===== config.mk =====
export PLATFORM = sky130hd
export DESIGN_NAME = pcx_rle_scanline_decoder_top_flat
export DESIGN_NICKNAME = d
export VERILOG_FILES = /design/src/hdl/pcxrle_pkg.sv /design/src/hdl/pcxrle_in_if.sv /design/src/hdl/pcxrle_out_if.sv /design/src/hdl/pcx_rle_scanline_decoder_top.sv /design/src/hdl/pcxrle_ctrl.sv /design/src/hdl/pcxrle_dp.sv /design/src/flat_wrapper.sv
export SDC_FILE = /design/constraint.sdc
export NUM_CORES = 1
export LEC_CHECK = 0
export BUFFER_PORTS_ARGS = -buffer_cell sky130_fd_sc_hd__buf_2
export CORE_ASPECT_RATIO = 0.8
export CORE_MARGIN = 5
export CORE_UTILIZATION = 40
export CTS_CLUSTER_DIAMETER = 40
export CTS_CLUSTER_SIZE = 24
export DETAILED_ROUTE_END_ITERATION = 7
export PLACE_DENSITY = 0.63
export SLEW_MARGIN = 10
export SYNTH_ARGS = -nofsm -noshare
export SYNTH_HDL_FRONTEND = slang
export SYNTH_HIERARCHICAL = 1
export SYNTH_SLANG_ARGS = --single-unit

===== constraint.sdc =====
create_clock -name i_clk -period 6.4 [get_ports i_clk]
set_input_delay 0.32 -clock i_clk [delete_from_list [all_inputs] [get_ports i_clk]]
set_output_delay 0.32 -clock i_clk [all_outputs]
set_load 0.05 [all_outputs]

===== src/hdl/pcxrle_pkg.sv =====
// shared types and constants of the pcx run-length scanline decoder
package pcxrle_pkg;

    localparam int BYTE_W = 8;
    localparam int CFG_W  = 13;
    localparam int ROW_W  = 13;
    localparam int BPL_W  = 11;
    localparam int FMT_W  = 3;
    localparam int ADDR_W = 26;
    localparam int RUN_W  = 6;
    localparam int PLN_W  = 2;
    localparam int MASK_W = 4;
    localparam int IDX_W  = 2;

    localparam logic [IDX_W-1:0] CFG_IMAGE_WIDTH    = 2'd0;
    localparam logic [IDX_W-1:0] CFG_IMAGE_HEIGHT   = 2'd1;
    localparam logic [IDX_W-1:0] CFG_BYTES_PER_LINE = 2'd2;
    localparam logic [IDX_W-1:0] CFG_PIXEL_FORMAT   = 2'd3;

    localparam logic [CFG_W-1:0] RST_IMAGE_WIDTH    = 13'd640;
    localparam logic [CFG_W-1:0] RST_IMAGE_HEIGHT   = 13'd480;
    localparam logic [BPL_W-1:0] RST_BYTES_PER_LINE = 11'd80;
    localparam logic [FMT_W-1:0] RST_PIXEL_FORMAT   = 3'd4;

    localparam logic [FMT_W-1:0] FMT_PLANAR_LAST = 3'd3;
    localparam logic [FMT_W-1:0] FMT_24BIT       = 3'd5;

    localparam logic [BYTE_W-1:0] RUN_HEADER   = 8'd192;
    localparam logic [PLN_W-1:0]  PLANES_24BIT = 2'd2;

    typedef enum logic {
        S_IDLE,
        S_RUN
    } t_state;

    typedef struct packed {
        logic emit;
        logic last;
        logic use_held;
        logic take_hdr;
        logic start_run;
    } t_cmd;

    typedef struct packed {
        logic can_emit;
        logic ignore;
        logic awaiting;
        logic is_hdr;
        logic run_zero;
        logic run_one;
        logic rem_one;
        logic row_end;
    } t_status;

endpackage


===== src/hdl/pcxrle_in_if.sv =====
// input word channel: compressed stream bytes
interface pcxrle_in_if;
    logic                          valid;
    logic                          ready;
    logic [pcxrle_pkg::BYTE_W-1:0] stream_byte;

    modport source (output valid, output stream_byte, input ready);
    modport sink (input valid, input stream_byte, output ready);
endinterface


===== src/hdl/pcxrle_out_if.sv =====
// output word channel: frame-buffer writes
interface pcxrle_out_if;
    logic                          valid;
    logic                          ready;
    logic [pcxrle_pkg::ADDR_W-1:0] write_address;
    logic [pcxrle_pkg::BYTE_W-1:0] data_byte;
    logic                          write_kind;
    logic [pcxrle_pkg::MASK_W-1:0] plane_mask;
    logic                          last_of_item;
    logic                          image_done;

    modport source (
        output valid, output write_address, output data_byte, output write_kind,
        output plane_mask, output last_of_item, output image_done, input ready
    );
    modport sink (
        input valid, input write_address, input data_byte, input write_kind,
        input plane_mask, input last_of_item, input image_done, output ready
    );
endinterface


===== src/hdl/pcx_rle_scanline_decoder_top.sv =====
// a write is loaded into the output register by the clock edge that takes its input word
// throughput: a literal word gives one write; a run of n repeats gives up to n writes, the data word
//   is taken with the first repeat and the input is held for the others, one repeat per cycle
//   while the output register has room, set by its single write port; a row end cuts the run short
// run headers and ignored words are taken without producing a write
// reset: synchronous active low, clears the run state, position counters and output valid,
//   and loads the default picture geometry (640 x 480, 80 bytes per line, 8-bit pixels)
module pcx_rle_scanline_decoder_top #(
    parameter int MAX_WIDTH      = 4096,
    parameter int MAX_HEIGHT     = 4096,
    parameter int MAX_LINE_BYTES = 1024
) (
    input  logic                         i_clk,
    input  logic                         i_rst_n,
    pcxrle_in_if.sink                    i_in,
    pcxrle_out_if.source                 o_out,
    input  logic                         i_cfg_we,
    input  logic [pcxrle_pkg::IDX_W-1:0] i_cfg_index,
    input  logic [pcxrle_pkg::CFG_W-1:0] i_cfg_data
);

    pcxrle_pkg::t_cmd    cmd;
    pcxrle_pkg::t_status st;

    pcxrle_ctrl u_ctrl (
        .i_clk      (i_clk),
        .i_rst_n    (i_rst_n),
        .i_in_valid (i_in.valid),
        .o_in_ready (i_in.ready),
        .i_st       (st),
        .o_cmd      (cmd)
    );

    pcxrle_dp #(
        .MAX_WIDTH      (MAX_WIDTH),
        .MAX_HEIGHT     (MAX_HEIGHT),
        .MAX_LINE_BYTES (MAX_LINE_BYTES)
    ) u_dp (
        .i_clk           (i_clk),
        .i_rst_n         (i_rst_n),
        .i_cfg_we        (i_cfg_we),
        .i_cfg_index     (i_cfg_index),
        .i_cfg_data      (i_cfg_data),
        .i_stream_byte   (i_in.stream_byte),
        .i_out_ready     (o_out.ready),
        .i_cmd           (cmd),
        .o_st            (st),
        .o_out_valid     (o_out.valid),
        .o_write_address (o_out.write_address),
        .o_data_byte     (o_out.data_byte),
        .o_write_kind    (o_out.write_kind),
        .o_plane_mask    (o_out.plane_mask),
        .o_last_of_item  (o_out.last_of_item),
        .o_image_done    (o_out.image_done)
    );

endmodule


===== src/hdl/pcxrle_ctrl.sv =====
// control state machine: literal, run header and run repeat sequencing
module pcxrle_ctrl (
    input  logic                i_clk,
    input  logic                i_rst_n,
    input  logic                i_in_valid,
    output logic                o_in_ready,
    input  pcxrle_pkg::t_status i_st,
    output pcxrle_pkg::t_cmd    o_cmd
);

    pcxrle_pkg::t_state r_state;
    pcxrle_pkg::t_state n_state;

    always_ff @(posedge i_clk) begin
        if (!i_rst_n) begin
            r_state <= pcxrle_pkg::S_IDLE;
        end else begin
            r_state <= n_state;
        end
    end

    always_comb begin
        n_state    = r_state;
        o_cmd      = '0;
        o_in_ready = 1'b0;
        unique case (r_state)
            pcxrle_pkg::S_IDLE: begin
                o_in_ready = i_st.can_emit;
                if (i_in_valid && i_st.can_emit && !i_st.ignore) begin
                    if (!i_st.awaiting) begin
                        if (i_st.is_hdr) begin
                            o_cmd.take_hdr = 1'b1;
                        end else begin
                            o_cmd.emit = 1'b1;
                            o_cmd.last = 1'b1;
                        end
                    end else begin
                        o_cmd.start_run = 1'b1;
                        if (!i_st.run_zero) begin
                            o_cmd.emit = 1'b1;
                            o_cmd.last = i_st.row_end || i_st.run_one;
                            if (!o_cmd.last) begin
                                n_state = pcxrle_pkg::S_RUN;
                            end
                        end
                    end
                end
            end
            pcxrle_pkg::S_RUN: begin
                if (i_st.can_emit) begin
                    o_cmd.emit     = 1'b1;
                    o_cmd.use_held = 1'b1;
                    o_cmd.last     = i_st.row_end || i_st.rem_one;
                    if (o_cmd.last) begin
                        n_state = pcxrle_pkg::S_IDLE;
                    end
                end
            end
            default: n_state = pcxrle_pkg::S_IDLE;
        endcase
    end

    a_run_not_awaiting: assert property (@(posedge i_clk) disable iff (!i_rst_n)
        r_state == pcxrle_pkg::S_RUN |-> !i_st.awaiting)
        else $error("run repeat while awaiting run data");

    a_hdr_no_write: assert property (@(posedge i_clk) disable iff (!i_rst_n)
        o_cmd.take_hdr |-> !o_cmd.emit && !o_cmd.start_run)
        else $error("run header produced a write");

    a_run_leaves: assert property (@(posedge i_clk) disable iff (!i_rst_n)
        r_state == pcxrle_pkg::S_RUN && o_cmd.emit && o_cmd.last
        |=> r_state == pcxrle_pkg::S_IDLE)
        else $error("run did not end after its last write");

endmodule


===== src/hdl/pcxrle_dp.sv =====
// datapath: config registers, position counters, address generation, output register
module pcxrle_dp #(
    parameter int MAX_WIDTH      = 4096,
    parameter int MAX_HEIGHT     = 4096,
    parameter int MAX_LINE_BYTES = 1024
) (
    input  logic                                i_clk,
    input  logic                                i_rst_n,
    input  logic                                i_cfg_we,
    input  logic [pcxrle_pkg::IDX_W-1:0]        i_cfg_index,
    input  logic [pcxrle_pkg::CFG_W-1:0]        i_cfg_data,
    input  logic [pcxrle_pkg::BYTE_W-1:0]       i_stream_byte,
    input  logic                                i_out_ready,
    input  pcxrle_pkg::t_cmd                    i_cmd,
    output pcxrle_pkg::t_status                 o_st,
    output logic                                o_out_valid,
    output logic [pcxrle_pkg::ADDR_W-1:0]       o_write_address,
    output logic [pcxrle_pkg::BYTE_W-1:0]       o_data_byte,
    output logic                                o_write_kind,
    output logic [pcxrle_pkg::MASK_W-1:0]       o_plane_mask,
    output logic                                o_last_of_item,
    output logic                                o_image_done
);

    localparam int LINE_PIX = MAX_LINE_BYTES * 8;
    localparam int LINE_MAX = (MAX_WIDTH > LINE_PIX) ? MAX_WIDTH : LINE_PIX;
    localparam int COL_W    = $clog2(LINE_MAX + 8);
    localparam int AW       = pcxrle_pkg::ADDR_W;

    logic [pcxrle_pkg::CFG_W-1:0]  r_width;
    logic [pcxrle_pkg::CFG_W-1:0]  r_height;
    logic [pcxrle_pkg::BPL_W-1:0]  r_bpl;
    logic [pcxrle_pkg::FMT_W-1:0]  r_fmt;

    logic                          r_awaiting;
    logic [pcxrle_pkg::RUN_W-1:0]  r_run_len;
    logic [pcxrle_pkg::RUN_W-1:0]  r_rem;
    logic [pcxrle_pkg::BYTE_W-1:0] r_hold;
    logic [COL_W-1:0]              r_col;
    logic [pcxrle_pkg::ROW_W-1:0]  r_row;
    logic [pcxrle_pkg::PLN_W-1:0]  r_plane;
    logic [AW-1:0]                 r_row_base;
    logic [AW-1:0]                 r_pix;
    logic                          r_finished;

    logic                          r_out_valid;
    logic [AW-1:0]                 r_o_addr;
    logic [pcxrle_pkg::BYTE_W-1:0] r_o_data;
    logic                          r_o_kind;
    logic [pcxrle_pkg::MASK_W-1:0] r_o_mask;
    logic                          r_o_last;
    logic                          r_o_done;

    logic [31:0]                   width_sat;
    logic [31:0]                   height_sat;
    logic [31:0]                   bpl_sat;
    logic [COL_W-1:0]              width_used;
    logic                          planar;
    logic                          fmt24;
    logic [COL_W-1:0]              line_len;
    logic [COL_W-1:0]              inc;
    logic [2:0]                    planes;
    logic [COL_W-1:0]              col_next;
    logic                          line_end;
    logic                          last_plane;
    logic                          row_end;
    logic [pcxrle_pkg::ROW_W-1:0]  row_next;
    logic                          done;
    logic [pcxrle_pkg::PLN_W-1:0]  byte_off;
    logic [AW-1:0]                 addr24;
    logic [AW-1:0]                 next_base;

    always_comb begin
        width_sat  = (32'(r_width) > 32'(MAX_WIDTH)) ? 32'(MAX_WIDTH) : 32'(r_width);
        height_sat = (32'(r_height) > 32'(MAX_HEIGHT)) ? 32'(MAX_HEIGHT) : 32'(r_height);
        bpl_sat    = (32'(r_bpl) > 32'(MAX_LINE_BYTES)) ? 32'(MAX_LINE_BYTES) : 32'(r_bpl);
        width_used = COL_W'(width_sat);
        planar     = (r_fmt <= pcxrle_pkg::FMT_PLANAR_LAST);
        fmt24      = (r_fmt == pcxrle_pkg::FMT_24BIT);
        if (planar) begin
            line_len = COL_W'(bpl_sat << 3);
            inc      = COL_W'(8);
            planes   = {1'b0, r_fmt[1:0]} + 3'd1;
        end else if (fmt24) begin
            line_len = width_used;
            inc      = COL_W'(1);
            planes   = 3'd3;
        end else begin
            line_len = width_used;
            inc      = COL_W'(1);
            planes   = 3'd1;
        end
        col_next   = r_col + inc;
        line_end   = (col_next >= line_len);
        last_plane = (({1'b0, r_plane} + 3'd1) >= planes);
        row_end    = line_end && last_plane;
        row_next   = r_row + pcxrle_pkg::ROW_W'(1);
        done       = row_end && (32'(row_next) >= height_sat);
        byte_off   = pcxrle_pkg::PLANES_24BIT - r_plane;
        addr24     = r_pix + {r_pix[AW-2:0], 1'b0} + AW'(byte_off);
        next_base  = r_row_base + AW'(width_used);
    end

    always_comb begin
        o_st          = '0;
        o_st.can_emit = !r_out_valid || i_out_ready;
        o_st.ignore   = r_finished || (32'(r_row) >= height_sat);
        o_st.awaiting = r_awaiting;
        o_st.is_hdr   = (i_stream_byte >= pcxrle_pkg::RUN_HEADER);
        o_st.run_zero = (r_run_len == '0);
        o_st.run_one  = (r_run_len == pcxrle_pkg::RUN_W'(1));
        o_st.rem_one  = (r_rem == pcxrle_pkg::RUN_W'(1));
        o_st.row_end  = row_end;
    end

    // config writes
    always_ff @(posedge i_clk) begin
        if (!i_rst_n) begin
            r_width  <= pcxrle_pkg::RST_IMAGE_WIDTH;
            r_height <= pcxrle_pkg::RST_IMAGE_HEIGHT;
            r_bpl    <= pcxrle_pkg::RST_BYTES_PER_LINE;
            r_fmt    <= pcxrle_pkg::RST_PIXEL_FORMAT;
        end else if (i_cfg_we) begin
            case (i_cfg_index)
                pcxrle_pkg::CFG_IMAGE_WIDTH:    r_width  <= i_cfg_data;
                pcxrle_pkg::CFG_IMAGE_HEIGHT:   r_height <= i_cfg_data;
                pcxrle_pkg::CFG_BYTES_PER_LINE: r_bpl    <= i_cfg_data[pcxrle_pkg::BPL_W-1:0];
                pcxrle_pkg::CFG_PIXEL_FORMAT:   r_fmt    <= i_cfg_data[pcxrle_pkg::FMT_W-1:0];
                default: ;
            endcase
        end
    end

    // run state and position counters
    always_ff @(posedge i_clk) begin
        if (!i_rst_n) begin
            r_awaiting <= 1'b0;
            r_run_len  <= '0;
            r_rem      <= '0;
            r_col      <= '0;
            r_row      <= '0;
            r_plane    <= '0;
            r_row_base <= '0;
            r_pix      <= '0;
            r_finished <= 1'b0;
        end else begin
            if (i_cmd.take_hdr) begin
                r_awaiting <= 1'b1;
                r_run_len  <= i_stream_byte[pcxrle_pkg::RUN_W-1:0];
            end
            if (i_cmd.start_run) begin
                r_awaiting <= 1'b0;
                r_rem      <= r_run_len - pcxrle_pkg::RUN_W'(1);
            end else if (i_cmd.emit && i_cmd.use_held) begin
                r_rem <= r_rem - pcxrle_pkg::RUN_W'(1);
            end
            if (i_cmd.emit) begin
                if (line_end) begin
                    r_col <= '0;
                    if (last_plane) begin
                        r_plane    <= '0;
                        r_row      <= row_next;
                        r_row_base <= next_base;
                        r_pix      <= next_base;
                        if (done) begin
                            r_finished <= 1'b1;
                        end
                    end else begin
                        r_plane <= r_plane + pcxrle_pkg::PLN_W'(1);
                        r_pix   <= r_row_base;
                    end
                end else begin
                    r_col <= col_next;
                    r_pix <= r_pix + AW'(inc);
                end
            end
        end
    end

    always_ff @(posedge i_clk) begin
        if (i_cmd.start_run) begin
            r_hold <= i_stream_byte;
        end
    end

    // output register
    always_ff @(posedge i_clk) begin
        if (!i_rst_n) begin
            r_out_valid <= 1'b0;
        end else if (i_cmd.emit) begin
            r_out_valid <= 1'b1;
        end else if (i_out_ready) begin
            r_out_valid <= 1'b0;
        end
    end

    always_ff @(posedge i_clk) begin
        if (i_cmd.emit) begin
            r_o_addr <= fmt24 ? addr24 : r_pix;
            r_o_data <= i_cmd.use_held ? r_hold : i_stream_byte;
            r_o_kind <= planar;
            r_o_mask <= pcxrle_pkg::MASK_W'(1) << r_plane;
            r_o_last <= i_cmd.last;
            r_o_done <= done;
        end
    end

    assign o_out_valid     = r_out_valid;
    assign o_write_address = r_o_addr;
    assign o_data_byte     = r_o_data;
    assign o_write_kind    = r_o_kind;
    assign o_plane_mask    = r_o_mask;
    assign o_last_of_item  = r_o_last;
    assign o_image_done    = r_o_done;

    a_done_sets_finished: assert property (@(posedge i_clk) disable iff (!i_rst_n)
        i_cmd.emit && done |=> r_finished)
        else $error("final row write did not finish the image");

    a_emit_has_room: assert property (@(posedge i_clk) disable iff (!i_rst_n)
        i_cmd.emit |-> !r_out_valid || i_out_ready)
        else $error("write overran the output register");

    a_position_holds: assert property (@(posedge i_clk) disable iff (!i_rst_n)
        !i_cmd.emit |=> $stable(r_col) && $stable(r_row) && $stable(r_plane))
        else $error("position moved without a write");

endmodule


===== src/flat_wrapper.sv =====
// flat-port wrapper written by rule: the top's interface ports become plain ports
module pcx_rle_scanline_decoder_top_flat 
#(
    parameter int MAX_WIDTH      = 4096,
    parameter int MAX_HEIGHT     = 4096,
    parameter int MAX_LINE_BYTES = 1024
)
  (i_clk, i_rst_n, i_cfg_we, i_cfg_index, i_cfg_data, i_in_valid, i_in_stream_byte, i_in_ready, o_out_valid, o_out_write_address, o_out_data_byte, o_out_write_kind, o_out_plane_mask, o_out_last_of_item, o_out_image_done, o_out_ready);
  pcxrle_in_if i_in_i ();
  pcxrle_out_if o_out_i ();
  input  logic i_clk;
  input  logic i_rst_n;
  input  logic i_cfg_we;
  input  logic [pcxrle_pkg::IDX_W-1:0] i_cfg_index;
  input  logic [pcxrle_pkg::CFG_W-1:0] i_cfg_data;
  input wire logic [$bits(i_in_i.valid)-1:0] i_in_valid;
  input wire logic [$bits(i_in_i.stream_byte)-1:0] i_in_stream_byte;
  output wire logic [$bits(i_in_i.ready)-1:0] i_in_ready;
  output wire logic [$bits(o_out_i.valid)-1:0] o_out_valid;
  output wire logic [$bits(o_out_i.write_address)-1:0] o_out_write_address;
  output wire logic [$bits(o_out_i.data_byte)-1:0] o_out_data_byte;
  output wire logic [$bits(o_out_i.write_kind)-1:0] o_out_write_kind;
  output wire logic [$bits(o_out_i.plane_mask)-1:0] o_out_plane_mask;
  output wire logic [$bits(o_out_i.last_of_item)-1:0] o_out_last_of_item;
  output wire logic [$bits(o_out_i.image_done)-1:0] o_out_image_done;
  input wire logic [$bits(o_out_i.ready)-1:0] o_out_ready;
  assign i_in_i.valid = i_in_valid;
  assign i_in_i.stream_byte = i_in_stream_byte;
  assign i_in_ready = i_in_i.ready;
  assign o_out_valid = o_out_i.valid;
  assign o_out_write_address = o_out_i.write_address;
  assign o_out_data_byte = o_out_i.data_byte;
  assign o_out_write_kind = o_out_i.write_kind;
  assign o_out_plane_mask = o_out_i.plane_mask;
  assign o_out_last_of_item = o_out_i.last_of_item;
  assign o_out_image_done = o_out_i.image_done;
  assign o_out_i.ready = o_out_ready;
  pcx_rle_scanline_decoder_top #(.MAX_WIDTH(MAX_WIDTH), .MAX_HEIGHT(MAX_HEIGHT), .MAX_LINE_BYTES(MAX_LINE_BYTES)) u_core (.i_clk(i_clk), .i_rst_n(i_rst_n), .i_in(i_in_i), .o_out(o_out_i), .i_cfg_we(i_cfg_we), .i_cfg_index(i_cfg_index), .i_cfg_data(i_cfg_data));
endmodule

# --- After elaboration in Yosys (flattened, before gate mapping) ---
# Index checks and enable logic that the tools add are counted.
word_totals:
  out_inout_bits: 43
  input_bits: 28
  elab_cells: 112
  register_bits: 186
classes:
  n_reduce_logical: 23
  n_eq_ne: 6
  shift: 1
  n_addsub: 12
  mux: 37
  bitwise: 2
  order_cmp: 9
ops:
  columns: ["cell", "n"]
  rows:
  - ["2-to-1 mux 26 bit", 3]
  - ["2-to-1 mux 14 bit", 2]
  - ["adder 26 x 13 -> 26 bit", 1]
  - ["adder 26 x 14 -> 26 bit", 1]
  - ["adder 26 x 2 -> 26 bit", 1]
  - ["adder 26 bit", 1]
  - [">= comparator 13 bit", 2]
  - ["greater-than comparator 13 bit (second input constant)", 2]
  - ["2-to-1 mux 13 bit", 2]
  - ["2-to-1 mux 2 bit", 8]
  - ["adder 14 bit", 1]
  - [">= comparator 14 bit", 1]
  - ["adder 13 x 1 -> 13 bit (second input constant)", 1]
  - ["2-to-1 mux 1 bit", 13]
  - ["equality test 6 x 1 -> 1 bit (second input constant)", 2]
  - ["2-to-1 mux 6 bit", 2]
  - ["subtractor 6 x 1 -> 6 bit (second input constant)", 2]
  - ["greater-than comparator 11 bit (second input constant)", 1]
  - ["2-to-1 mux 11 bit", 1]
  - ["AND reduction 2 bit", 5]
  - [">= comparator 8 bit (second input constant)", 1]
  - ["2-to-1 mux 8 bit", 1]
  - ["adder 2 x 1 -> 3 bit (second input constant)", 2]
  - ["logical NOT 6 bit", 1]
  - ["other kinds (21)", 33]

# --- Depth between registers and ports, before layout ---
# Gate-level depths: netlist of the first run.
logic_depth:
  ltp_word: 13
  ltp_mapped: 24
  depth_no_buf: 21

# --- Hierarchy ---
# The synthesis of the first run kept the hierarchy.
modules_own_cells:
  columns: ["module", "cells_each", "seq_area_each_um2", "area_each_um2", "n_inst"]
  rows:
  - ["pcxrle_dp", 1367, 4194.0, 11838.9, 1]
  - ["pcxrle_ctrl", 19, 20.0, 145.1, 1]

# --- Least setup slack after synthesis of the first run ---
# Ideal clock, no wire load.
synth_timing:
  kind: "reg2reg"
  from: "reg u_core/u_dp/r_fmt[0] (netlist bit)"
  to: "reg u_core.u_dp.r_o_last (netlist: u_core/u_dp/o_last_of_item), data pin"
  required_time_ps: 6144
  arrival_ps: 4501
  setup_ps: 256
  n_path_buf: 2
  stages_incl_launch_ff: 24
  path_slack_ps: 1643
  period_less_slack_ps: 4757
  path_cell_list: "dfxtp_1 > ha_1 > nor2_1 > nor2_1 > inv_2 > ha_1 > ha_1 > a31o_2 > and3_1 > and3_1 > and3_1 > and3_1 > xor2_1 > ha_1 > a21o_1 > a21oi_1 > a21boi_1 > o21a_1 > clkbuf_1 > nor2_1 > buf_4 > o21ai_0 > nand2_1 > o211a_1"
synth_rtl:
  columns: ["item", "line", "rtl"]
  rows:
  - ["from (decl)", "pcxrle_dp.sv:33", "logic [pcxrle_pkg::FMT_W-1:0] r_fmt;"]
  - ["from (signal assigned)", "pcxrle_dp.sv:122", "r_fmt <= pcxrle_pkg::RST_PIXEL_FORMAT;"]
  - ["from (signal assigned)", "pcxrle_dp.sv:128", "pcxrle_pkg::CFG_PIXEL_FORMAT: r_fmt <= i_cfg_data[pcxrle_pkg::FMT_W-1:0];"]
  - ["to (signal assigned)", "pcxrle_dp.sv:203", "r_o_last <= i_cmd.last;"]
  - ["to (decl)", "pcxrle_dp.sv:51", "logic r_o_last;"]

==> results of run 1 <==
## cell families (layout without fill, tap and decap cells)
logic type	Yosys count	in the layout	synth area share (%)
flops	186	186	35.16
fa+ha+maj	123	123	13.03
xor+xnor	103	103	7.528
simple gates	510	510	20.93
mux	25	25	2.318
compound gates	348	348	18.04
buf+inv	91	145	2.986
## through the flow
| step | std cells | hold slack (ns) | setup WS, ns | area (µm²) |
|---|---|---|---|---|
| finish | 1817 | 0.06418 | 1.011 | 13250 |
| global route | 1817 | 0.05371 | 0.4613 | 13250 |
| CTS | 1817 | 0.05430 | 1.060 | 13250 |
| detailed placement | 1785 | 0.4421 | 1.094 | 12670 |
| global placement | 1785 | 0.4383 | 1.260 | 12670 |
| floorplan | 1386 | 0.4189 | 1.643 | 11980 |
## sequential cells by signal, summed over array words and instances (netlist names), 8 cells and up
register	count
u_core/u_dp/o_data_byte	8
u_core/u_dp/o_write_address	26
u_core/u_dp/r_bpl	11
u_core/u_dp/r_col	14
u_core/u_dp/r_height	13
u_core/u_dp/r_hold	8
u_core/u_dp/r_pix	26
u_core/u_dp/r_row	13
u_core/u_dp/r_row_base	26
u_core/u_dp/r_width	13
## path summary, 6_finish.rpt
check | end | slack, ns | cells past startpoint
worst max-delay path | u_core/u_dp/o_last_of_item | 1.01 | 21
worst min-delay path | u_core/u_dp/r_hold[2] | 0.06 | 1
worst max register to register | u_core/u_dp/o_last_of_item | 1.01 | 21
worst min register to register | u_core/u_dp/r_height[0] | 0.45 | 2
## report_power, final
| part | switching [µW] | internal, µW | leakage [µW] |
|---|---|---|---|
| Combinational | 236 | 98.6 | 0.00360 |
| Sequential | 27.2 | 1250 | 0.00158 |
| Clock | 527 | 521 | 0.000285 |
| Total | 790 | 1870 | 0.00546 |
## final cells by class
type / count / share of cell area, %
multi-input cells: 1109 / 56.03
flip-flops and latches: 186 / 31.80
well taps: 377 / 3.559
repair buffers: 82 / 3.323
clock buffers: 18 / 3.238
clock inverters: 14 / 1.161
inverters: 31 / 0.8875
## cells in the final DEF, fill, tap and decap left out, types with 6 or more instances in the layout
cell       Yosys  routed
nand2_1      192     192
dfxtp_1      137     137
ha_1         120     120
a21oi_1      117     117
nor2_1        98      97
o21ai_0       85      85
buf_2          4      70
xor2_1        52      52
xnor2_1       51      51
edfxtp_1      49      49
nand3_1       33      33
inv_1         29      29
a211oi_1      25      25
nor3_1        25      25
and3_1        21      21
nand4_1       21      21
nor2b_1       20      20
clkbuf_16      0      17
a21o_1        18      17
o21a_1        16      16
nand3b_1      15      15
nor4_1        12      12
mux2_2        12      12
a31oi_1       12      12
mux2i_1       12      12
buf_4          3      12
or3_1         11      11
nand2b_1      11      11
and2_1        10      10
a22oi_1       10      10
o211ai_1      10      10
nor3b_1        9       9
inv_6          0       6
o21bai_1       6       6
## layer usage
layer  global-route usage (%)  share of wire (%)
met5                        0                  0
met3                    2.729                5.2
met4                    3.861               0.94
met2                    25.99                 42
met1                    27.01                 52
==> metrics.txt, run 1 <==
# TYPE chip_impl_metric gauge
chip_impl_metric{name="clock_path_buffers",unit=""} 2
chip_impl_metric{name="die-height",unit="µm"} 164.8
chip_impl_metric{name="finalCriticalPeriod",unit="ns"} 5.389
chip_impl_info{name="rsz0062_at_grt",value="no"} 1
chip_impl_metric{name="detailroute.via_count",unit=""} 10130
chip_impl_info{name="worst_path_dominant_cell_family",value="compound AO/OA/AOI/OAI gates"} 1
chip_impl_metric{name="post_route_cells_drive_above_1_share",unit="%"} 10.90
chip_impl_metric{name="critical_path.n_buffers_inverters",unit=""} 1
chip_impl_metric{name="clock_skew",unit="ns"} 0.01393
chip_impl_metric{name="crit_arrival",unit="ns"} 5.60
chip_impl_metric{name="warning_count_from_the_yosys_run",unit=""} 6
chip_impl_metric{name="irDropWorstVdd",unit="V"} 0.0001734
chip_impl_metric{name="ys_seq_elements",unit=""} 186
chip_impl_metric{name="final.fill_count",unit=""} 2883
chip_impl_info{name="timing.critical_path.from",value="u_core/u_dp/r_fmt[0]"} 1
chip_impl_metric{name="initial_core_util",unit="%"} 40.72
chip_impl_metric{name="slew_headroom",unit="%"} 32.37
chip_impl_metric{name="vias_in_the_first_global_route",unit=""} 9233
chip_impl_metric{name="synth_top_cell_area_share",unit="%"} 22.89
chip_impl_info{name="crit_path_launch_type",value="flip-flop"} 1
chip_impl_metric{name="route.detailed.drc",unit=""} 0
chip_impl_metric{name="power.density_cell_area",unit="nW/µm²"} 200.5
chip_impl_info{name="synth_area_leaders",value="dfxtp_1 23%, ha_1 13%, edfxtp_1 12%"} 1
chip_impl_metric{name="groute.usage.overall",unit="%"} 17.60
chip_impl_metric{name="pin_count_of_the_biggest_net_entering_global_routing",unit=""} 79
chip_impl_metric{name="setup_viol_count_final",unit=""} 0
chip_impl_metric{name="vias_per_cell",unit=""} 5.575
chip_impl_metric{name="layout.core_utilization",unit="%"} 45.03
chip_impl_metric{name="die_w",unit="µm"} 203.5
chip_impl_metric{name="overflow",unit=""} 0
chip_impl_metric{name="area_of_the_core_region",unit="µm²"} 29430
chip_impl_metric{name="fin_crit_sh",unit="%"} 84.20
chip_impl_metric{name="clock_transition_at_path_regs",unit="ns"} 0.08
chip_impl_metric{name="slew_viol_final",unit=""} 0
chip_impl_info{name="synth_ff_type",value="dfxtp_1"} 1
chip_impl_metric{name="totalPowerFinal",unit="µW"} 2658
chip_impl_metric{name="post_synth_instance_area",unit="µm²"} 11980
chip_impl_metric{name="cts.repair_timing.setup_buffer_count",unit=""} 0
chip_impl_info{name="clock_tree.root_cell",value="clkbuf_16"} 1
chip_impl_metric{name="netlist_instances",unit=""} 1386
chip_impl_metric{name="design.final.nets",unit=""} 1578
chip_impl_metric{name="critical-path-max-stage-delay",unit="ns"} 0.63
chip_impl_info{name="endpoint_kind",value="flip-flop"} 1
chip_impl_metric{name="syn_nets",unit=""} 1537
chip_impl_info{name="synth.top_cells.by_count",value="192 x nand2_1, 137 x dfxtp_1, 120 x ha_1"} 1
chip_impl_metric{name="area.sequential",unit="µm²"} 4214
chip_impl_metric{name="postRouteWirelength",unit="µm"} 29810
chip_impl_metric{name="synth-seq-area-share",unit="%"} 35.16
chip_impl_metric{name="syn2layout_area_growth",unit="%"} 10.59
chip_impl_metric{name="place_congestion",unit=""} 0.8407
chip_impl_metric{name="critPathMaxFanout",unit=""} 16
chip_impl_metric{name="timing_worst_slew_pin_value",unit="ns"} 1.014
chip_impl_info{name="tritoncts",value="done"} 1
chip_impl_metric{name="clock_sinks",unit=""} 186
chip_impl_metric{name="finalHoldViolCount",unit=""} 0
chip_impl_metric{name="drt_pre_antenna_iters",unit=""} 5
chip_impl_metric{name="number_of_buffers_added_to_fix_hold_violations_after_cts",unit=""} 0
chip_impl_info{name="type_of_the_setup_path_with_the_least_slack",value="flip-flop to flip-flop"} 1
chip_impl_info{name="path_cells",value="ha_1 > nor2_1 > nor2_1 > inv_2 > ha_1 > ha_1 > a31o_2 > and3_1 > and3_1 > and3_1 > and3_1 > xor2_1 > ha_1 > a21o_1 > a21oi_1 > a21boi_1 > o21a_1 > nor2_1 > o21ai_0 > nand2_1 > o211a_1"} 1
chip_impl_metric{name="cts_made_buffers",unit=""} 17
chip_impl_metric{name="syn-mean-instance-area",unit="µm²"} 8.646
chip_impl_info{name="crit_path_top_delay_cell",value="o21a_1"} 1
chip_impl_info{name="synth_most_common_cell",value="nand2_1"} 1
chip_impl_metric{name="static_leak",unit="µW"} 0.005462
chip_impl_metric{name="cts_resized",unit=""} 0
chip_impl_info{name="regToRegStartpoint",value="u_core/u_dp/r_fmt[0]"} 1
chip_impl_metric{name="clock_insertion_delay_worst_skew",unit="ns"} 0.45
chip_impl_metric{name="synth_cell_type_count",unit=""} 81
chip_impl_info{name="hold_path_startpoint",value="i_in_stream_byte[2]"} 1
chip_impl_metric{name="clock_tree.htree_level_count",unit=""} 4
chip_impl_metric{name="dp.final_hpwl",unit="µm"} 21830
chip_impl_metric{name="initialDrtViolationCount",unit=""} 824
chip_impl_metric{name="num_io_pins",unit=""} 71
chip_impl_metric{name="avgRoutedWirePerCell",unit="µm"} 16.41
chip_impl_metric{name="die_area",unit="µm²"} 33540
chip_impl_metric{name="global_route_wire_length_before_repair",unit="µm"} 48530
chip_impl_info{name="hold_wc_path_type",value="primary input to flip-flop"} 1
chip_impl_metric{name="multi_input_area",unit="µm²"} 7426
chip_impl_info{name="run_status",value="complete, no violations"} 1
chip_impl_metric{name="tns",unit="ns"} 0
chip_impl_metric{name="max-cap-violations",unit=""} 0
chip_impl_metric{name="cp_data_required_time",unit="ns"} 6.62
chip_impl_metric{name="fraction_of_synthesis_flops_using_an_asynchronous_set_or_reset_pin",unit="%"} 0
chip_impl_metric{name="diodes",unit=""} 0
chip_impl_metric{name="row_count",unit=""} 56
chip_impl_metric{name="detail-route-antenna-nets",unit=""} 0
chip_impl_metric{name="antenna_violations_before_repair",unit=""} 0
chip_impl_info{name="synth_area_leader_cell",value="dfxtp_1"} 1
chip_impl_metric{name="max_freq",unit="GHz"} 0.1856
chip_impl_metric{name="io_buffers",unit=""} 70
chip_impl_metric{name="synth_enable_flop_cells",unit=""} 49
(Power assumes the default switching activity.)
==> run 2, diff against run 1 <==
==> constraint.sdc (replaced) <==
create_clock -name i_clk -period 5.2 [get_ports i_clk]
set_input_delay 0.26 -clock i_clk [delete_from_list [all_inputs] [get_ports i_clk]]
set_output_delay 0.26 -clock i_clk [all_outputs]
set_load 0.05 [all_outputs]
==> run 2 against run 1 <==
  * Sequential power is 23% higher
  * Critical path depth stayed put
  * Utilization is 0.26 points higher
  * Sequential cell count stayed put
  * Worst setup slack worse by 0.66 ns
  * Critical endpoint is now u_core/u_dp/r_pix[14]
==> metrics.txt, run 2 (synthesis gave the netlist of run 1 again) <==
# TYPE chip_impl_metric gauge
chip_impl_info{name="run_status",value="complete, no violations"} 1
chip_impl_metric{name="tns",unit="ns"} 0
chip_impl_metric{name="clock_skew",unit="ns"} 0.01697
chip_impl_metric{name="vias_per_cell",unit=""} 5.632
chip_impl_metric{name="post_route_cells_drive_above_1_share",unit="%"} 11.48
chip_impl_metric{name="fin_ws",unit="ns"} 0.3476
chip_impl_metric{name="critPathMaxFanout",unit=""} 10
chip_impl_metric{name="regToRegSetupSlack",unit="ns"} 0.35
chip_impl_info{name="crit_path_top_delay_cell",value="dfxtp_1"} 1
chip_impl_info{name="layout.cells.most_common_list",value="192 x nand2_1, 137 x dfxtp_1, 120 x ha_1"} 1
chip_impl_metric{name="place_congestion",unit=""} 0.8541
chip_impl_metric{name="clock_transition_at_path_regs",unit="ns"} 0.08
chip_impl_metric{name="placement.cell_area",unit="µm²"} 12720
chip_impl_metric{name="slew_headroom",unit="%"} 33.31
chip_impl_metric{name="cp_data_required_time",unit="ns"} 5.57
chip_impl_info{name="type_of_the_setup_path_with_the_least_slack",value="flip-flop to flip-flop"} 1
chip_impl_metric{name="clock_path_buffers",unit=""} 2
chip_impl_metric{name="postRouteWirelength",unit="µm"} 30860
chip_impl_metric{name="clock_insertion_delay_worst_skew",unit="ns"} 0.44
chip_impl_metric{name="vias_in_the_first_global_route",unit=""} 9191
chip_impl_metric{name="dp.final_hpwl",unit="µm"} 22540
chip_impl_metric{name="die-height",unit="µm"} 164.8
chip_impl_metric{name="avgRoutedWirePerCell",unit="µm"} 16.93
chip_impl_info{name="critical_path.reg2reg.endpoint",value="u_core/u_dp/r_pix[14]"} 1
chip_impl_metric{name="fin_crit_sh",unit="%"} 93.32
chip_impl_metric{name="slew_viol_final",unit=""} 0
chip_impl_info{name="worst_path_dominant_cell_family",value="simple AND/OR/NAND/NOR gates"} 1
chip_impl_metric{name="clock_sinks",unit=""} 186
chip_impl_info{name="hold_path_startpoint",value="i_in_stream_byte[1]"} 1
chip_impl_metric{name="syn2layout_area_growth",unit="%"} 11.22
chip_impl_metric{name="worst-r2r-cell-count",unit=""} 21
chip_impl_metric{name="number_of_buffers_added_to_fix_hold_violations_after_cts",unit=""} 0
chip_impl_metric{name="static_leak",unit="µW"} 0.005504
chip_impl_metric{name="final_cell_area",unit="µm²"} 13330
chip_impl_metric{name="irDropWorstVdd",unit="V"} 0.0001941
chip_impl_metric{name="route.detailed.drc",unit=""} 0
chip_impl_metric{name="diodes",unit=""} 0
chip_impl_info{name="crit_path_launch_type",value="flip-flop"} 1
chip_impl_metric{name="die_w",unit="µm"} 203.5
chip_impl_metric{name="initial_core_util",unit="%"} 40.72
chip_impl_metric{name="max-cap-violations",unit=""} 0
chip_impl_metric{name="crit_arrival",unit="ns"} 5.22
chip_impl_info{name="path_cells",value="ha_1 > nor2_1 > nor2_1 > inv_2 > ha_1 > ha_1 > a31o_2 > and3_1 > and3_1 > and3_1 > and3_1 > xor2_1 > ha_1 > a21o_1 > a21oi_1 > a21boi_4 > o21a_4 > buf_4 > nand2_1 > or3_1 > a31oi_1"} 1
chip_impl_metric{name="worstHoldPathCells",unit=""} 1
chip_impl_metric{name="groute.usage.overall",unit="%"} 17.90
chip_impl_info{name="hold_end",value="u_core/u_dp/r_hold[1]"} 1
chip_impl_metric{name="finalHoldViolCount",unit=""} 0
chip_impl_metric{name="setup_viol_count_final",unit=""} 0
chip_impl_info{name="timing.critical_path.from",value="u_core/u_dp/r_fmt[0]"} 1
chip_impl_metric{name="global_route_wire_length_before_repair",unit="µm"} 49220
chip_impl_metric{name="detailroute.via_count",unit=""} 10270
chip_impl_metric{name="critical_path.n_buffers_inverters",unit=""} 2
chip_impl_metric{name="io_buffers",unit=""} 70
chip_impl_metric{name="design.final.nets",unit=""} 1584
chip_impl_metric{name="cts.repair_timing.setup_buffer_count",unit=""} 0
chip_impl_metric{name="max_freq",unit="GHz"} 0.2061
chip_impl_info{name="regToRegStartpoint",value="u_core/u_dp/r_fmt[0]"} 1
chip_impl_metric{name="clock_tree.htree_level_count",unit=""} 4
chip_impl_metric{name="timing_worst_slew_pin_value",unit="ns"} 1.000
chip_impl_info{name="rsz0062_at_grt",value="no"} 1
chip_impl_info{name="hold_wc_path_type",value="primary input to flip-flop"} 1
chip_impl_metric{name="critical-path-max-stage-delay",unit="ns"} 0.41
chip_impl_metric{name="drt_pre_antenna_iters",unit=""} 5
chip_impl_metric{name="post-place-ws",unit="ns"} 0.1708
chip_impl_info{name="mostFrequentLayoutCell",value="nand2_1"} 1
chip_impl_info{name="tritoncts",value="done"} 1
chip_impl_metric{name="area_of_the_core_region",unit="µm²"} 29430
chip_impl_info{name="endpoint_kind",value="flip-flop"} 1
chip_impl_metric{name="finalCriticalPeriod",unit="ns"} 4.852
chip_impl_metric{name="cts_made_buffers",unit=""} 17
chip_impl_metric{name="detail-route-antenna-nets",unit=""} 0
chip_impl_metric{name="overflow",unit=""} 0
chip_impl_metric{name="num_io_pins",unit=""} 71
chip_impl_metric{name="row_count",unit=""} 56
chip_impl_metric{name="antenna_violations_before_repair",unit=""} 0
chip_impl_metric{name="power.density_cell_area",unit="nW/µm²"} 244.0
chip_impl_info{name="clock_tree.root_cell",value="clkbuf_16"} 1
chip_impl_metric{name="die_area",unit="µm²"} 33540
chip_impl_metric{name="initialDrtViolationCount",unit=""} 804
chip_impl_metric{name="pin_count_of_the_biggest_net_entering_global_routing",unit=""} 49
## run 2: repair_timing
action / 4_1_cts / 5_1_grt
endpoints found under the hold margin: 0 / 0
endpoints found under the setup margin: 0 / 31
gates resized for setup: 0 / 7
## run 2: routing by layer
metal  wire, µm  track usage, %
met5          0               0
met4        186           3.402
met3       1527           2.670
met2      12970           26.08
met1      16170           28.01
## run 2: final cells by class
| type | instances | area, µm² |
|---|---|---|
| multi-input cells | 1110 | 7471 |
| inverters | 31 | 117.6 |
| clock inverters | 14 | 135.1 |
| fillers | 2842 | 16100 |
| repair buffers | 87 | 490.5 |
| clock buffers | 18 | 429.2 |
| well taps | 377 | 471.7 |
| flip-flops and latches | 186 | 4214 |
## run 2: metrics by stage
stage	hold WS (ns)	utilization [%]	instances	total power (µW)
after floorplan	0.3589	-	1386	1892
after global placement	0.4384	43.22	1790	2013
after detailed placement	0.4506	43.22	1790	2020
after CTS	0.01118	45.14	1822	3274
after global routing	0.01026	45.29	1823	3383
final	0.02338	45.29	1823	3252
## run 2: worst max-delay path by stage
| stage | endpoint | slack [ns] | cells past startpoint |
|---|---|---|---|
| final | u_core/u_dp/r_pix[14] | 0.35 | 21 |
| after global routing | u_core/u_dp/r_pix[15] | 0.03 | 21 |
| after CTS | u_core/u_dp/r_row[12] | 0.14 | 20 |
| after detailed placement | u_core/u_dp/r_pix[15] | 0.17 | 21 |
| after global placement | u_core/u_dp/r_row[12] | 0.27 | 20 |
| after floorplan | u_core/u_dp/o_last_of_item | 0.44 | 23 |
## run 2: report_power, final
group / switching [µW] / total, µW / internal (µW)
clock network: 622 / 1260 / 634
logic: 305 / 429 / 124
registers: 31.0 / 1570 / 1540
==> run 3, diff against run 2 <==
--- a/config.mk
+++ b/config.mk
@@ -9,6 +9,7 @@
 export CORE_ASPECT_RATIO = 0.8
 export CORE_MARGIN = 5
 export CORE_UTILIZATION = 40
+export CTS_BUF_LIST = sky130_fd_sc_hd__clkbuf_4 sky130_fd_sc_hd__clkbuf_8
 export CTS_CLUSTER_DIAMETER = 40
 export CTS_CLUSTER_SIZE = 24
 export DETAILED_ROUTE_END_ITERATION = 7
==> run 3 against run 2 <==
  * Register-to-register slack is essentially flat
  * Critical path depth is the same
  * Utilization shrank 0.28 points
==> metrics.txt, run 3 (synthesis gave the netlist of run 1 again) <==
# TYPE chip_impl_metric gauge
chip_impl_info{name="run_status",value="complete, no violations"} 1
chip_impl_metric{name="finalHoldViolCount",unit=""} 0
chip_impl_info{name="type_of_the_setup_path_with_the_least_slack",value="flip-flop to flip-flop"} 1
chip_impl_metric{name="placedCellCount",unit=""} 1790
chip_impl_metric{name="initial_core_util",unit="%"} 40.72
chip_impl_metric{name="cp_data_required_time",unit="ns"} 5.60
chip_impl_metric{name="area_of_the_core_region",unit="µm²"} 29430
chip_impl_metric{name="sw_frac_of_total",unit="%"} 31.15
chip_impl_info{name="tritoncts",value="done"} 1
chip_impl_metric{name="num_io_pins",unit=""} 71
chip_impl_info{name="layout.cells.most_common_list",value="192 x nand2_1, 137 x dfxtp_1, 120 x ha_1"} 1
chip_impl_metric{name="fin_ws",unit="ns"} 0.3368
chip_impl_metric{name="clock_path_buffers",unit=""} 2
chip_impl_metric{name="route.detailed.drc",unit=""} 0
chip_impl_metric{name="setup_viol_count_final",unit=""} 0
chip_impl_metric{name="initialDrtViolationCount",unit=""} 771
chip_impl_metric{name="pin_count_of_the_biggest_net_entering_global_routing",unit=""} 49
chip_impl_metric{name="regToRegSetupSlack",unit="ns"} 0.34
chip_impl_metric{name="groute.usage.overall",unit="%"} 17.82
chip_impl_metric{name="syn2layout_area_growth",unit="%"} 10.53
chip_impl_metric{name="timing_worst_slew_pin_value",unit="ns"} 1.014
chip_impl_metric{name="max_freq",unit="GHz"} 0.2056
chip_impl_metric{name="die_area",unit="µm²"} 33540
chip_impl_metric{name="final-instance-count-excl-fill",unit=""} 1834
chip_impl_metric{name="finalCriticalPeriod",unit="ns"} 4.863
chip_impl_metric{name="post-place-ws",unit="ns"} 0.1708
chip_impl_metric{name="static_leak",unit="µW"} 0.005469
chip_impl_metric{name="antenna_violations_before_repair",unit=""} 0
chip_impl_metric{name="vias_per_cell",unit=""} 5.580
chip_impl_metric{name="row_count",unit=""} 56
chip_impl_metric{name="clock_skew",unit="ns"} 0.02047
chip_impl_metric{name="die_w",unit="µm"} 203.5
chip_impl_metric{name="io_buffers",unit=""} 70
chip_impl_metric{name="overflow",unit=""} 0
chip_impl_info{name="crit_path_launch_type",value="flip-flop"} 1
chip_impl_metric{name="die-height",unit="µm"} 164.8
chip_impl_metric{name="avgRoutedWirePerCell",unit="µm"} 16.74
chip_impl_info{name="hold_wc_path_type",value="primary input to flip-flop"} 1
chip_impl_metric{name="design.final.nets",unit=""} 1595
chip_impl_metric{name="max-cap-violations",unit=""} 0
chip_impl_metric{name="global_route_wire_length_before_repair",unit="µm"} 49070
chip_impl_metric{name="dp.final_hpwl",unit="µm"} 22540
chip_impl_metric{name="power.density_cell_area",unit="nW/µm²"} 221.8
chip_impl_metric{name="irDropWorstVdd",unit="V"} 0.0001486
chip_impl_metric{name="p_int",unit="µW"} 2023
chip_impl_metric{name="slew_headroom",unit="%"} 32.39
chip_impl_metric{name="crit_arrival",unit="ns"} 5.26
chip_impl_info{name="rsz0062_at_grt",value="no"} 1
chip_impl_metric{name="power_switching",unit="µW"} 915.2
chip_impl_metric{name="power_frac_comb",unit="%"} 14.8
chip_impl_metric{name="detail-route-antenna-nets",unit=""} 0
chip_impl_metric{name="vias_in_the_first_global_route",unit=""} 9224
chip_impl_info{name="clock_tree.root_cell",value="clkbuf_8"} 1
chip_impl_metric{name="fin_crit_sh",unit="%"} 93.52
chip_impl_metric{name="p_seq_share",unit="%"} 53.3
chip_impl_metric{name="final_cell_area",unit="µm²"} 13250
chip_impl_metric{name="place_congestion",unit=""} 0.8541
chip_impl_metric{name="slew_viol_final",unit=""} 0
chip_impl_metric{name="post_route_cells_drive_above_1_share",unit="%"} 11.60
chip_impl_metric{name="totalPowerFinal",unit="µW"} 2938
chip_impl_metric{name="cts_made_buffers",unit=""} 17
chip_impl_info{name="endpoint_kind",value="flip-flop"} 1
chip_impl_metric{name="diodes",unit=""} 0
chip_impl_metric{name="clock_tree.htree_level_count",unit=""} 4
chip_impl_metric{name="clock_insertion_delay_worst_skew",unit="ns"} 0.47
chip_impl_metric{name="postRouteWirelength",unit="µm"} 30690
chip_impl_info{name="mostFrequentLayoutCell",value="nand2_1"} 1
chip_impl_metric{name="tns",unit="ns"} 0
chip_impl_metric{name="detailroute.via_count",unit=""} 10230
chip_impl_metric{name="final.fill_count",unit=""} 2870
chip_impl_metric{name="drt_pre_antenna_iters",unit=""} 7
chip_impl_metric{name="critPathMaxFanout",unit=""} 10
chip_impl_metric{name="clock_sinks",unit=""} 186
chip_impl_metric{name="clock_transition_at_path_regs",unit="ns"} 0.11
chip_impl_metric{name="placement.cell_area",unit="µm²"} 12720
chip_impl_metric{name="clkPwrFrac",unit="%"} 31.9
## run 3: cell types whose count changed in the layout (fill, tap and decap cells not counted)
cell / before / now
clkbuf_16: 17 / 0
clkbuf_8: 0 / 17
dlygate4sd3_1: 0 / 9
buf_4: 16 / 18
clkbuf_1: 1 / 0
clkbuf_4: 0 / 1
## run 3: power by group through the flow
| stage | Combinational [µW] | Clock, µW | Sequential, µW |
|---|---|---|---|
| 2_1_floorplan | 216 | 0 | 1680 |
| 3_3_place_gp | 414 | 0 | 1600 |
| 3_5_place_dp | 420 | 0 | 1600 |
| 4_1_cts | 427 | 968 | 1570 |
| 5_1_grt | 471 | 1030 | 1570 |
| 6_report | 434 | 937 | 1570 |
## run 3: timing repair
action | 4_1_cts | 5_1_grt
setup buffers | 0 | 2
resized for setup | 0 | 7
endpoints found under the hold margin | 10 | 0
hold buffers | 9 | 0
endpoints found under the setup margin | 0 | 32
## run 3: metrics by stage
stage                     hold WS, ns  utilization, %
after detailed placement       0.4506           43.22
final                         0.05541           45.01
after global placement         0.4384           43.22
after CTS                     0.01690           44.81
after global routing          0.02948           45.01
after floorplan                0.3589               -
## run 3: path summary, 6_finish.rpt
check | cells past startpoint | to | startpoint
hold reg to reg | 2 | u_core/u_dp/r_height[0] | u_core/u_dp/r_height[0]
setup / recovery | 21 | u_core/u_dp/r_pix[14] | u_core/u_dp/r_fmt[0]
hold / removal | 3 | u_core/u_dp/r_width[11] | i_cfg_data[11]
setup reg to reg | 21 | u_core/u_dp/r_pix[14] | u_core/u_dp/r_fmt[0]
## run 3: metal layers
metal / vias to the layer above / track usage [%] / part of all wire, %
met5: - / 0 / 0
met3: 12 / 2.513 / 4.3
met1: 4858 / 27.79 / 53
met2: 240 / 26.22 / 42
met4: 0 / 3.371 / 0.62
li1: 5124 / - / -
## run 3: area by class of cell
cell class                 count  area (µm²)  area share [%]
clock inverter                14       135.1           1.020
tap                          377       471.7           3.561
sequential                   186        4214           31.81
timing repair buffer          98       595.6           4.496
multi-input combinational   1110        7471           56.40
inverter                      31       117.6          0.8879
clock buffer                  18       241.5           1.823
## run 3: critical path, cell delays in order (launching register included)
cell	delay (ns)
dfxtp_1	0.43
ha_1	0.19
nor2_1	0.06
nor2_1	0.22
inv_2	0.07
ha_1	0.18
ha_1	0.24
a31o_2	0.26
and3_1	0.23
and3_1	0.24
and3_1	0.23
and3_1	0.22
xor2_1	0.15
ha_1	0.31
a21o_1	0.19
a21oi_1	0.19
a21boi_4	0.31
o21a_4	0.24
buf_4	0.18
nand2_1	0.10
or3_1	0.39
a31oi_1	0.15
